==> src/design/edf_pkg.sv <==
package edf_pkg;

    // Default table depth and register reset value
    localparam int          CAPACITY_DEF    = 16;
    localparam logic [31:0] RETENTION_RESET = 32'd60000;

    // One input item
    typedef struct packed {
        logic [31:0] sender_tag;
        logic [31:0] epoch_tag;
        logic [31:0] msg_tag;
        logic [63:0] now_time;
    } item_t;

    // One result item
    typedef struct packed {
        logic        error_code;
        logic        is_duplicate;
        logic        evicted;
        logic [4:0]  active_entries;
        logic [31:0] accepted_total;
        logic [31:0] duplicate_total;
        logic [31:0] eviction_total;
    } result_t;

    // One table entry as held in the slot memory
    typedef struct packed {
        logic [31:0] sender_tag;
        logic [31:0] epoch_tag;
        logic [31:0] msg_tag;
        logic [63:0] expiry;
    } slot_t;

    // Sequencer to scan unit
    typedef struct packed {
        logic clear;
        logic eval_en;
    } scan_ctrl_t;

    // Scan unit to sequencer
    typedef struct packed {
        logic hit;
        logic free_found;
    } scan_flags_t;

endpackage

==> src/design/expiring_duplicate_filter_top.sv <==
// Channel   Direction  Handshake                      Payload
// item      in         item_valid / item_stall        item_t   (key and time)
// result    out        result_valid / result_stall    result_t (flags, counts)
// config    in         retention_wr_en                retention_wr_data (32 bits)
//
// An item is taken in the idle state; the scan state then streams every slot out of
// the slot memory's single read port through the compare unit, and the write-back
// state writes back the entry and posts the result.
// Reset clears the valid bits, the counters and the sequencer; slot contents stay
// undefined until written. A stalled result holds the write-back cycle.
module expiring_duplicate_filter_top
    import edf_pkg::*;
#(
    parameter int CAPACITY = CAPACITY_DEF
)
(
    input  logic        clk,
    input  logic        rst_n,
    input  logic        retention_wr_en,
    input  logic [31:0] retention_wr_data,
    input  logic        item_valid,
    output logic        item_stall,
    input  item_t       item,
    output logic        result_valid,
    input  logic        result_stall,
    output result_t     result
);

    localparam int AW    = (CAPACITY > 1) ? $clog2(CAPACITY) : 1;
    localparam int CW    = $clog2(CAPACITY + 1);
    localparam int ACT_W = ($clog2(CAPACITY + 2) > 5) ? $clog2(CAPACITY + 2) : 5;

    localparam logic [1:0] ST_IDLE  = 2'd0;
    localparam logic [1:0] ST_SCAN  = 2'd1;
    localparam logic [1:0] ST_WRITE = 2'd2;

    logic [1:0]       state_reg;
    logic [1:0]       state_next;
    logic [31:0]      retention_reg;
    item_t            item_reg;
    logic             err_reg;
    logic [CW-1:0]    scan_cnt_reg;
    logic             eval_en_reg;
    logic [AW-1:0]    eval_idx_reg;
    logic [CAPACITY-1:0] valid_reg;
    logic [31:0]      accepted_reg;
    logic [31:0]      duplicate_reg;
    logic [31:0]      eviction_reg;
    logic             result_valid_reg;
    result_t          result_reg;

    logic             accept;
    logic             rd_en;
    logic [AW-1:0]    rd_addr;
    slot_t            rd_data;
    slot_t            wr_data;
    logic             go;
    logic             insert;
    logic             evict;
    logic [AW-1:0]    target;
    logic [64:0]      exp_sum;
    logic [63:0]      new_expiry;
    logic [ACT_W-1:0] active_final;
    logic             live;
    scan_ctrl_t       scan_ctrl;
    scan_flags_t      scan_flags;
    logic [AW-1:0]    free_idx;
    logic [AW-1:0]    min_idx;
    logic [ACT_W-1:0] active_cnt;
    result_t          result_next;

    // Input handshake
    assign item_stall = (state_reg != ST_IDLE);
    assign accept     = item_valid && !item_stall;

    // Scan address sequencing
    assign rd_en   = (state_reg == ST_SCAN) && (scan_cnt_reg < CW'(CAPACITY));
    assign rd_addr = scan_cnt_reg[AW-1:0];

    assign scan_ctrl.clear   = accept;
    assign scan_ctrl.eval_en = eval_en_reg;

    // Write-back decisions
    assign go      = (state_reg == ST_WRITE) && (!result_valid_reg || !result_stall);
    assign insert  = !err_reg && !scan_flags.hit;
    assign evict   = insert && !scan_flags.free_found;
    assign target  = scan_flags.free_found ? free_idx : min_idx;
    assign exp_sum = {1'b0, item_reg.now_time} + {33'b0, retention_reg};
    assign new_expiry = exp_sum[64] ? '1 : exp_sum[63:0];

    assign wr_data.sender_tag = item_reg.sender_tag;
    assign wr_data.epoch_tag  = item_reg.epoch_tag;
    assign wr_data.msg_tag    = item_reg.msg_tag;
    assign wr_data.expiry     = new_expiry;

    // New entry is live unless its saturated expiry equals now
    assign active_final = active_cnt
                          + ACT_W'(insert && !(&item_reg.now_time))
                          - ACT_W'(evict);

    always_comb
    begin
        result_next.error_code      = err_reg;
        result_next.is_duplicate    = !err_reg && scan_flags.hit;
        result_next.evicted         = evict;
        result_next.active_entries  = active_final[4:0];
        result_next.accepted_total  = accepted_reg + 32'(insert);
        result_next.duplicate_total = duplicate_reg + 32'(result_next.is_duplicate);
        result_next.eviction_total  = eviction_reg + 32'(evict);
    end

    // Sequencer
    always_comb
    begin
        state_next = state_reg;
        unique case (state_reg)
            ST_IDLE:
            begin
                if (accept)
                begin
                    state_next = ST_SCAN;
                end
            end
            ST_SCAN:
            begin
                if (scan_cnt_reg == CW'(CAPACITY))
                begin
                    state_next = ST_WRITE;
                end
            end
            ST_WRITE:
            begin
                if (go)
                begin
                    state_next = ST_IDLE;
                end
            end
            default:
            begin
                state_next = ST_IDLE;
            end
        endcase
    end

    // Control state
    always_ff @(posedge clk or negedge rst_n)
    begin
        if (!rst_n)
        begin
            state_reg        <= ST_IDLE;
            retention_reg    <= RETENTION_RESET;
            scan_cnt_reg     <= '0;
            eval_en_reg      <= 1'b0;
            valid_reg        <= '0;
            accepted_reg     <= '0;
            duplicate_reg    <= '0;
            eviction_reg     <= '0;
            result_valid_reg <= 1'b0;
        end
        else
        begin
            state_reg   <= state_next;
            eval_en_reg <= rd_en;

            if (retention_wr_en)
            begin
                retention_reg <= retention_wr_data;
            end

            if (accept)
            begin
                scan_cnt_reg <= '0;
            end
            else if (state_reg == ST_SCAN)
            begin
                scan_cnt_reg <= scan_cnt_reg + CW'(1);
            end

            // Purge an expired slot as it passes the compare unit
            if (eval_en_reg && !err_reg && !live)
            begin
                valid_reg[eval_idx_reg] <= 1'b0;
            end

            if (go)
            begin
                if (insert)
                begin
                    valid_reg[target] <= 1'b1;
                end
                accepted_reg  <= result_next.accepted_total;
                duplicate_reg <= result_next.duplicate_total;
                eviction_reg  <= result_next.eviction_total;
            end

            // Output register
            if (go)
            begin
                result_valid_reg <= 1'b1;
            end
            else if (!result_stall)
            begin
                result_valid_reg <= 1'b0;
            end
        end
    end

    // Payload registers
    always_ff @(posedge clk)
    begin
        eval_idx_reg <= rd_addr;
        if (accept)
        begin
            item_reg <= item;
            err_reg  <= (item.sender_tag == 32'd0) || (item.epoch_tag == 32'd0)
                        || (item.msg_tag == 32'd0) || (retention_reg == 32'd0);
        end
        if (go)
        begin
            result_reg <= result_next;
        end
    end

    assign result_valid = result_valid_reg;
    assign result       = result_reg;

    edf_slot_store #(
        .CAPACITY (CAPACITY)
    ) u_slot_store (
        .clk     (clk),
        .wr_en   (go && insert),
        .wr_addr (target),
        .wr_data (wr_data),
        .rd_en   (rd_en),
        .rd_addr (rd_addr),
        .rd_data (rd_data)
    );

    edf_scan_unit #(
        .CAPACITY (CAPACITY)
    ) u_scan_unit (
        .clk        (clk),
        .rst_n      (rst_n),
        .ctrl       (scan_ctrl),
        .eval_idx   (eval_idx_reg),
        .slot_valid (valid_reg[eval_idx_reg]),
        .slot       (rd_data),
        .key        (item_reg),
        .live       (live),
        .flags      (scan_flags),
        .free_idx   (free_idx),
        .min_idx    (min_idx),
        .active_cnt (active_cnt)
    );

endmodule

==> src/design/edf_slot_store.sv <==
module edf_slot_store
    import edf_pkg::*;
#(
    parameter int CAPACITY = CAPACITY_DEF
)
(
    input  logic                                        clk,
    input  logic                                        wr_en,
    input  logic [((CAPACITY > 1) ? $clog2(CAPACITY) : 1)-1:0] wr_addr,
    input  slot_t                                       wr_data,
    input  logic                                        rd_en,
    input  logic [((CAPACITY > 1) ? $clog2(CAPACITY) : 1)-1:0] rd_addr,
    output slot_t                                       rd_data
);

    slot_t mem [CAPACITY];
    slot_t rd_data_reg;

    // Write port
    always_ff @(posedge clk)
    begin
        if (wr_en)
        begin
            mem[wr_addr] <= wr_data;
        end
    end

    // Registered read port
    always_ff @(posedge clk)
    begin
        if (rd_en)
        begin
            rd_data_reg <= mem[rd_addr];
        end
    end

    assign rd_data = rd_data_reg;

endmodule

==> src/design/edf_scan_unit.sv <==
module edf_scan_unit
    import edf_pkg::*;
#(
    parameter int CAPACITY = CAPACITY_DEF
)
(
    input  logic                                        clk,
    input  logic                                        rst_n,
    input  scan_ctrl_t                                  ctrl,
    input  logic [((CAPACITY > 1) ? $clog2(CAPACITY) : 1)-1:0] eval_idx,
    input  logic                                        slot_valid,
    input  slot_t                                       slot,
    input  item_t                                       key,
    output logic                                        live,
    output scan_flags_t                                 flags,
    output logic [((CAPACITY > 1) ? $clog2(CAPACITY) : 1)-1:0] free_idx,
    output logic [((CAPACITY > 1) ? $clog2(CAPACITY) : 1)-1:0] min_idx,
    output logic [(($clog2(CAPACITY + 2) > 5) ? $clog2(CAPACITY + 2) : 5)-1:0] active_cnt
);

    localparam int AW    = (CAPACITY > 1) ? $clog2(CAPACITY) : 1;
    localparam int ACT_W = ($clog2(CAPACITY + 2) > 5) ? $clog2(CAPACITY + 2) : 5;

    logic             match;
    logic             earlier;
    logic             hit_reg;
    logic             free_found_reg;
    logic             min_first_reg;
    logic [ACT_W-1:0] active_reg;
    logic [AW-1:0]    free_idx_reg;
    logic [AW-1:0]    min_idx_reg;
    logic [63:0]      min_exp_reg;

    // Shared compare unit: expiry check, key match, earliest expiry
    assign live    = slot_valid && (key.now_time < slot.expiry);
    assign match   = live
                     && (slot.sender_tag == key.sender_tag)
                     && (slot.epoch_tag  == key.epoch_tag)
                     && (slot.msg_tag    == key.msg_tag);
    assign earlier = min_first_reg || (slot.expiry < min_exp_reg);

    // Accumulated control flags and live count
    always_ff @(posedge clk or negedge rst_n)
    begin
        if (!rst_n)
        begin
            hit_reg        <= 1'b0;
            free_found_reg <= 1'b0;
            min_first_reg  <= 1'b1;
            active_reg     <= '0;
        end
        else if (ctrl.clear)
        begin
            hit_reg        <= 1'b0;
            free_found_reg <= 1'b0;
            min_first_reg  <= 1'b1;
            active_reg     <= '0;
        end
        else if (ctrl.eval_en)
        begin
            if (match)
            begin
                hit_reg <= 1'b1;
            end
            if (!live)
            begin
                free_found_reg <= 1'b1;
            end
            if (live)
            begin
                active_reg <= active_reg + ACT_W'(1);
            end
            min_first_reg <= 1'b0;
        end
    end

    // First free slot and earliest expiry (strict compare keeps lowest index)
    always_ff @(posedge clk)
    begin
        if (ctrl.eval_en && !ctrl.clear)
        begin
            if (!live && !free_found_reg)
            begin
                free_idx_reg <= eval_idx;
            end
            if (earlier)
            begin
                min_exp_reg <= slot.expiry;
                min_idx_reg <= eval_idx;
            end
        end
    end

    assign flags.hit        = hit_reg;
    assign flags.free_found = free_found_reg;
    assign free_idx         = free_idx_reg;
    assign min_idx          = min_idx_reg;
    assign active_cnt       = active_reg;

endmodule

==> config.mk <==
export PLATFORM = sky130hd
export DESIGN_NAME = expiring_duplicate_filter_top
export DESIGN_NICKNAME = d
export VERILOG_FILES = /design/src/design/edf_pkg.sv /design/src/design/expiring_duplicate_filter_top.sv /design/src/design/edf_slot_store.sv /design/src/design/edf_scan_unit.sv
export SDC_FILE = /design/constraint.sdc
export NUM_CORES = 2
export LEC_CHECK = 0
export BUFFER_PORTS_ARGS = -buffer_cell sky130_fd_sc_hd__buf_2
export CAP_MARGIN = 20
export CORE_AREA = 2 2 464 466
export CTS_CLUSTER_SIZE = 25
export DETAILED_ROUTE_END_ITERATION = 7
export DIE_AREA = 0 0 466 468
export HOLD_SLACK_MARGIN = 0.02
export PLACE_DENSITY = 0.73
export SYNTH_ARGS = -nofsm -noshare
export SYNTH_HDL_FRONTEND = slang
export SYNTH_HIERARCHICAL = 1
export SYNTH_SLANG_ARGS = --single-unit
==> constraint.sdc <==
create_clock -name clk -period 18 [get_ports clk]
set_clock_uncertainty 0.15 [all_clocks]
set_input_delay 0.9 -clock clk [delete_from_list [all_inputs] [get_ports clk]]
set_output_delay 0.9 -clock clk [all_outputs]
set_load 0.05 [all_outputs]
; Word-level counts from Yosys, hierarchy flattened
; Memories as Yosys holds them, arrays and structs flattened. A register that Yosys moved wholly into a read port is not among the register bits.
; Cells that the tools add are included.
[totals]
inputBits = 197
regBits = 502
word_cells = 140
mem_bits_rw = 2560
out_inout_bits = 106
memories = 1
[mem_list]
columns = name, depth, word_bits, read_ports, rd_clocked_by_memory_dff, wr, line
row1 = u_slot_store.mem, 16, 160, 1, 1, 1, edf_slot_store.sv:16  ; slot_t mem [CAPACITY];
[op_classes]
order_cmp = 7
n_addsub = 8
n_mux = 32
n_bitwise = 3
n_reduce_logical = 49
n_eq_ne = 11
[ops]
columns = operator, n
row1 = 32-bit logical NOT, 4
row2 = 64-bit less-than comparator, 2
row3 = 32-bit by 1-bit adder with 32-bit output, 3
row4 = 32-bit == test, 3
row5 = 64-bit by 32-bit adder with 65-bit output, 1
row6 = 64-bit 2-to-1 mux, 1
row7 = 64-bit AND reduction, 1
row8 = 16-bit 2-to-1 mux, 3
row9 = 5-bit 2-to-1 mux, 5
row10 = 1-bit logical AND, 18
row11 = 16-bit bitwise AND, 1
row12 = 16-bit NOT, 1
row13 = 16-bit OR, 1
row14 = 1-bit 2-to-1 mux, 15
row15 = 5-bit by 1-bit adder with 5-bit output (second input constant), 2
row16 = 4-bit by 5-bit less-than comparator with 1-bit output (second input constant), 2
row17 = 2-bit AND reduction, 5
row18 = 2-bit nonzero test, 5
row19 = 1-bit logical NOT, 9
row20 = 1-bit demux with 4-bit select, 2
row21 = 4-bit by 1-bit greater-or-equal comparator with 1-bit output (second input constant), 2
row22 = 2-bit 2-to-1 mux, 3
row23 = 2-bit != test (second input constant), 3
row24 = 2-bit case mux with 3 select lines, 1
row25 = 12 further kinds, 17

; Logic depth before layout (Yosys ltp)
[depth]
ltp_word = 10
ltp_mapped = 14

; Hierarchy
; Netlist, hierarchy kept.
[modules_own_cells]
columns = module, n_inst, cells_per_inst, seq_area_each_um2, area_per_inst_um2
row1 = edf_slot_store, 1, 4191, 81678.3, 100901.8
row2 = expiring_duplicate_filter_top, 1, 1542, 11875.1, 19286.0
row3 = edf_scan_unit, 1, 712, 2363.5, 6842.8

; Least setup slack after synthesis
; Ideal clock, no wire load.
[synth_path]
path_kind = input to register
startpoint = input result_stall
endpoint = memory u_slot_store/mem[0][0] (netlist name) (enable)
setup_time_ps = 875
cell_stages = 5
setup_slack_ps = 4044
t_arrival_ps = 12931
required_ps = 16975
cell_sequence = nand2_1 -> nand2b_1 -> nor3_1 -> or3b_2 -> nor3_1
[synth_via]
elab_chain_len = 6
[synth_rtl]
columns = item, line
row1 = "start, declared", expiring_duplicate_filter_top.sv:25  ; input logic result_stall,
row2 = 1-bit logical NOT, --
row3 = 1-bit logical OR, expiring_duplicate_filter_top.sv:84  ; assign go = (state_reg == ST_WRITE) && (!result_valid_reg || !result_stall);
row4 = 1-bit logical AND, expiring_duplicate_filter_top.sv:84
row5 = 1-bit logical AND, expiring_duplicate_filter_top.sv:231  ; .wr_en (go && insert),
row6 = 1-bit 2-to-1 mux, edf_slot_store.sv:22  ; if (wr_en)
row7 = 1-bit 2-to-1 mux (implied by the code), edf_slot_store.sv:24  ; mem[wr_addr] <= wr_data;
row8 = "end, declared", edf_slot_store.sv:16
; No other way between the ends.

; Worst setup path after layout
[layout_path]
startpoint = register state_reg[0]
endpoint = memory u_slot_store/mem[11][124] (netlist name) (enable)
[layout_via]
elab_chain_len = 5
[layout_rtl]
columns = item, line
row1 = "start, declared", expiring_duplicate_filter_top.sv:37  ; logic [1:0] state_reg;
row2 = "start signal, assigned", expiring_duplicate_filter_top.sv:162  ; state_reg <= state_next;
row3 = 2-bit == test, expiring_duplicate_filter_top.sv:84
row4 = 1-bit logical AND, expiring_duplicate_filter_top.sv:84
row5 = 1-bit logical AND, expiring_duplicate_filter_top.sv:231
row6 = 1-bit 2-to-1 mux, edf_slot_store.sv:22
row7 = 1-bit 2-to-1 mux (implied by the code), edf_slot_store.sv:24
; No other way between the ends.

==> flow_summary.ini <==
[timing]
max_freq_ghz = 0.1549
timing_max_transition_violations_final = 0
layout_setup_ws_ns = 11.54
finalCritPeriodShare_pct = 35.87
setup_tns_ns = 0
grt_setup_unrepaired = no
hold_slack_ns = 0.07383
worst_pin_slew_ns = 1.200
finalSetupViolations = 0
finalHoldViolCount = 0
post-route-min-period_ns = 6.457
worst_slew_margin_rel_pct = 19.82

[setup_path]
worst-path-max-fanout = 46
setup.worst_path.class = reg -> reg
worst_ep_arrival_time_ns = 6.86
kind_of_end_point_of_the_critical_path = register
timing.critical_path.required_ns = 18.40
crit_path_start_kind = register

[clock_network]
cts.reportedPaths.clkPinSlew_ns = 0.06
clock_buffer_count_from_cts = 334
clock_sink_count = 3222
tritoncts_clock_tree = done
clkLatencyLatePin_ns = 0.96
cts.root.buffer_cell = clkbuf_16
clock_path_buffers = 4
clock_tree.htree_level_count = 5
cts_setup_buffers = 0

[yosys]
yosys.area.top_type_share_pct = 72.26
postSynth.asyncResetShare_pct = 4.997
fraction_of_synthesized_area_in_multiplexers_pct = 11.99
synth_seq_area_share_pct = 75.51
post_synth_and_or_nand_nor_area_fraction_pct = 3.440
largest_family_of_logic_cells_by_synthesized_area = multiplexers
synth_flop_cell = edfxtp_1
number_of_nets_produced_by_synthesis = 6816
syn_avg_cell_area_um2 = 19.71
synth-edff-count = 3057
yosys.area.top_type = edfxtp_1
synth_compound_gate_area_share_pct = 3.737
ys_seq_elements = 3222
synth_commonest_cells = edfxtp_1 (3057), mux4_2 (600), nand2_1 (320), a22oi_1 (267), inv_1 (184)
dominant_cell_by_count_in_the_synthesized_netlist = edfxtp_1
synth_adder_area_share_pct = 1.726
netlist_top_cells_area = edfxtp_1 (72%), mux4_2 (11%), dfrtp_1 (3.0%)
gate_count_after_technology_mapping = 6445
syn-cell-area_um2 = 127000
count_of_warnings_emitted_by_yosys = 6
yosys.area_share.xor_xnor_pct = 2.027
number_of_unique_standard_cell_types_used_by_synthesis = 89

[final_layout]
layout-drive-gt1-share_pct = 23.16
area.growth.synth_to_final_pct = 13.49
final.fill_count = 13188
stdcell_count = 10182
flip_flop_count_of_the_largest_register_after_layout = 2560
finalNetCount = 7464
postLayoutCoreUtil_pct = 67.58

[global_routing]
grt_first_pass_wirelength_mm = 445.5
maximum_number_of_pins_on_one_net_before_global_route_repair = 145
grt.overflow.total = 0
antenna_found_initial = 18
track_usage_pct = 28.13
grt_pass1_vias = 66094

[detailed_routing]
vias_per_cell = 6.494
drt_pre_antenna_iters = 8
drt_drc_violations_left = 0
routed_wire_length_per_instance_um = 30.06
finalWirelength_mm = 306.0
postRouteAntennaNets = 0
via_count = 66119
iter_0_drt_violations = 8239

[outcome]
run_status = completed

[floorplan]
start_util_pct = 59.54
boundaryPins = 303
chipWidth_um = 466
row_count = 170
core_box_area_um2 = 213300
dieHeight_um = 468
die_area_um2 = 218100

[placed_design]
numPortBuffers = 302
hpwl_mm = 171.4
place.detailed.instances = 9433
gp_congestion = 0.8724
place_worst_setup_slack_ns = 11.13

[min_path]
worstHoldPathType = in -> reg

[pwr]
cellPowerDensity_nw_per_um2 = 148.5
power.leakage_nw = 48.07
ir_worst_vdd_uv = 176.8

[flow_run]
drv.max_cap_violation_count = 0
-- layout make-up --
class / instances / area (um^2) / share of cell area (%)
Timing Repair Buffer: 582 / 4145 / 2.875
Sequential cell: 3222 / 95930 / 66.54
Inverter: 185 / 706.9 / 0.4904
Multi-Input combinational cell: 2768 / 29340 / 20.35
Tap cell: 2838 / 3551 / 2.463
Clock inverter: 169 / 1594 / 1.106
Clock buffer: 410 / 8884 / 6.162
Antenna cell: 8 / 20.02 / 0.01389
-- cells in the final DEF, fill, tap and decap left out, types with 34 or more instances in the layout --
cell type	n
buf_2	301
inv_1	183
buf_4	110
mux2i_1	38
nand4_1	83
nor4_1	53
o21ai_0	94
xnor2_1	157
dlygate4sd3_1	160
clkbuf_1	61
mux4_2	600
nor2b_1	36
xor2_1	137
nand2_1	320
nand3_1	88
clkinv_1	52
dfrtp_1	149
and3_1	39
nand2b_1	36
clkinv_2	65
a22oi_1	267
mux2_2	119
clkbuf_16	342
a21oi_1	85
a21o_1	34
ha_1	172
nor2_1	105
edfxtp_1	3057
-- metal layers --
layer  GRT usage, %  routed length, um
met1          40.72             120500
met2          44.64             147800
met3          4.565              28220
met4          8.865               9546
met5              0                 23
-- metrics by stage --
step / total power (W) / area, um^2
6_report: 0.02141 / 144200
5_1_grt: 0.02220 / 144200
4_1_cts: 0.02150 / 144100
3_5_place_dp: 0.01483 / 132000
3_3_place_gp: 0.01472 / 132000
2_1_floorplan: 0.01319 / 127000
-- power breakdown --
part           switching [W]  total, W  internal [W]
Clock                0.00276   0.00667       0.00391
Sequential          0.000479   0.00957       0.00909
Combinational        0.00306   0.00517       0.00211
-- worst paths after layout --
| kind | startpoint | to | slack [ns] | cells after the start |
|---|---|---|---|---|
| min in group asynchronous | rst_n | retention_reg[1] | 0.35 | 2 |
| setup reg to reg | state_reg[0] | u_slot_store/mem[11][124] | 11.54 | 9 |
| hold / removal | retention_wr_data[29] | retention_reg[29] | 0.07 | 2 |
| max in group asynchronous | rst_n | eviction_reg[17] | 15.44 | 4 |
| hold reg to reg | accepted_reg[31] | accepted_reg[31] | 0.33 | 1 |
| setup / recovery | state_reg[0] | u_slot_store/mem[11][124] | 11.54 | 9 |
-- critical path: stages, from the launching register on --
cell	delay, ns
dfrtp_1	0.40
nand2b_1	0.18
nand2b_2	0.18
buf_4	0.28
nor3_1	0.88
nand3b_1	0.50
nor2_4	0.90
buf_4	0.81
buf_4	0.87
buf_4	0.79
-- logic make-up (layout without fill, tap and decap cells) --
kind of cell | Yosys count | in the layout
adders and majority gates | 174 | 174
DFF | 3222 | 3222
and+or+nand+nor | 882 | 882
xor gates and xnor gates | 294 | 294
buffers and inverters | 455 | 1346
AOI/OAI and AO/OA | 661 | 661
muxes | 757 | 757
other | 0 | 8
-- timing repair --
| action | CTS | global route |
|---|---|---|
| setup endpoints to repair | 0 | 0 |
| endpoints found under the hold margin | 210 | 0 |
| gates resized for setup | 0 | 0 |
| hold buffers | 160 | 0 |
(Power assumes the default switching activity.)
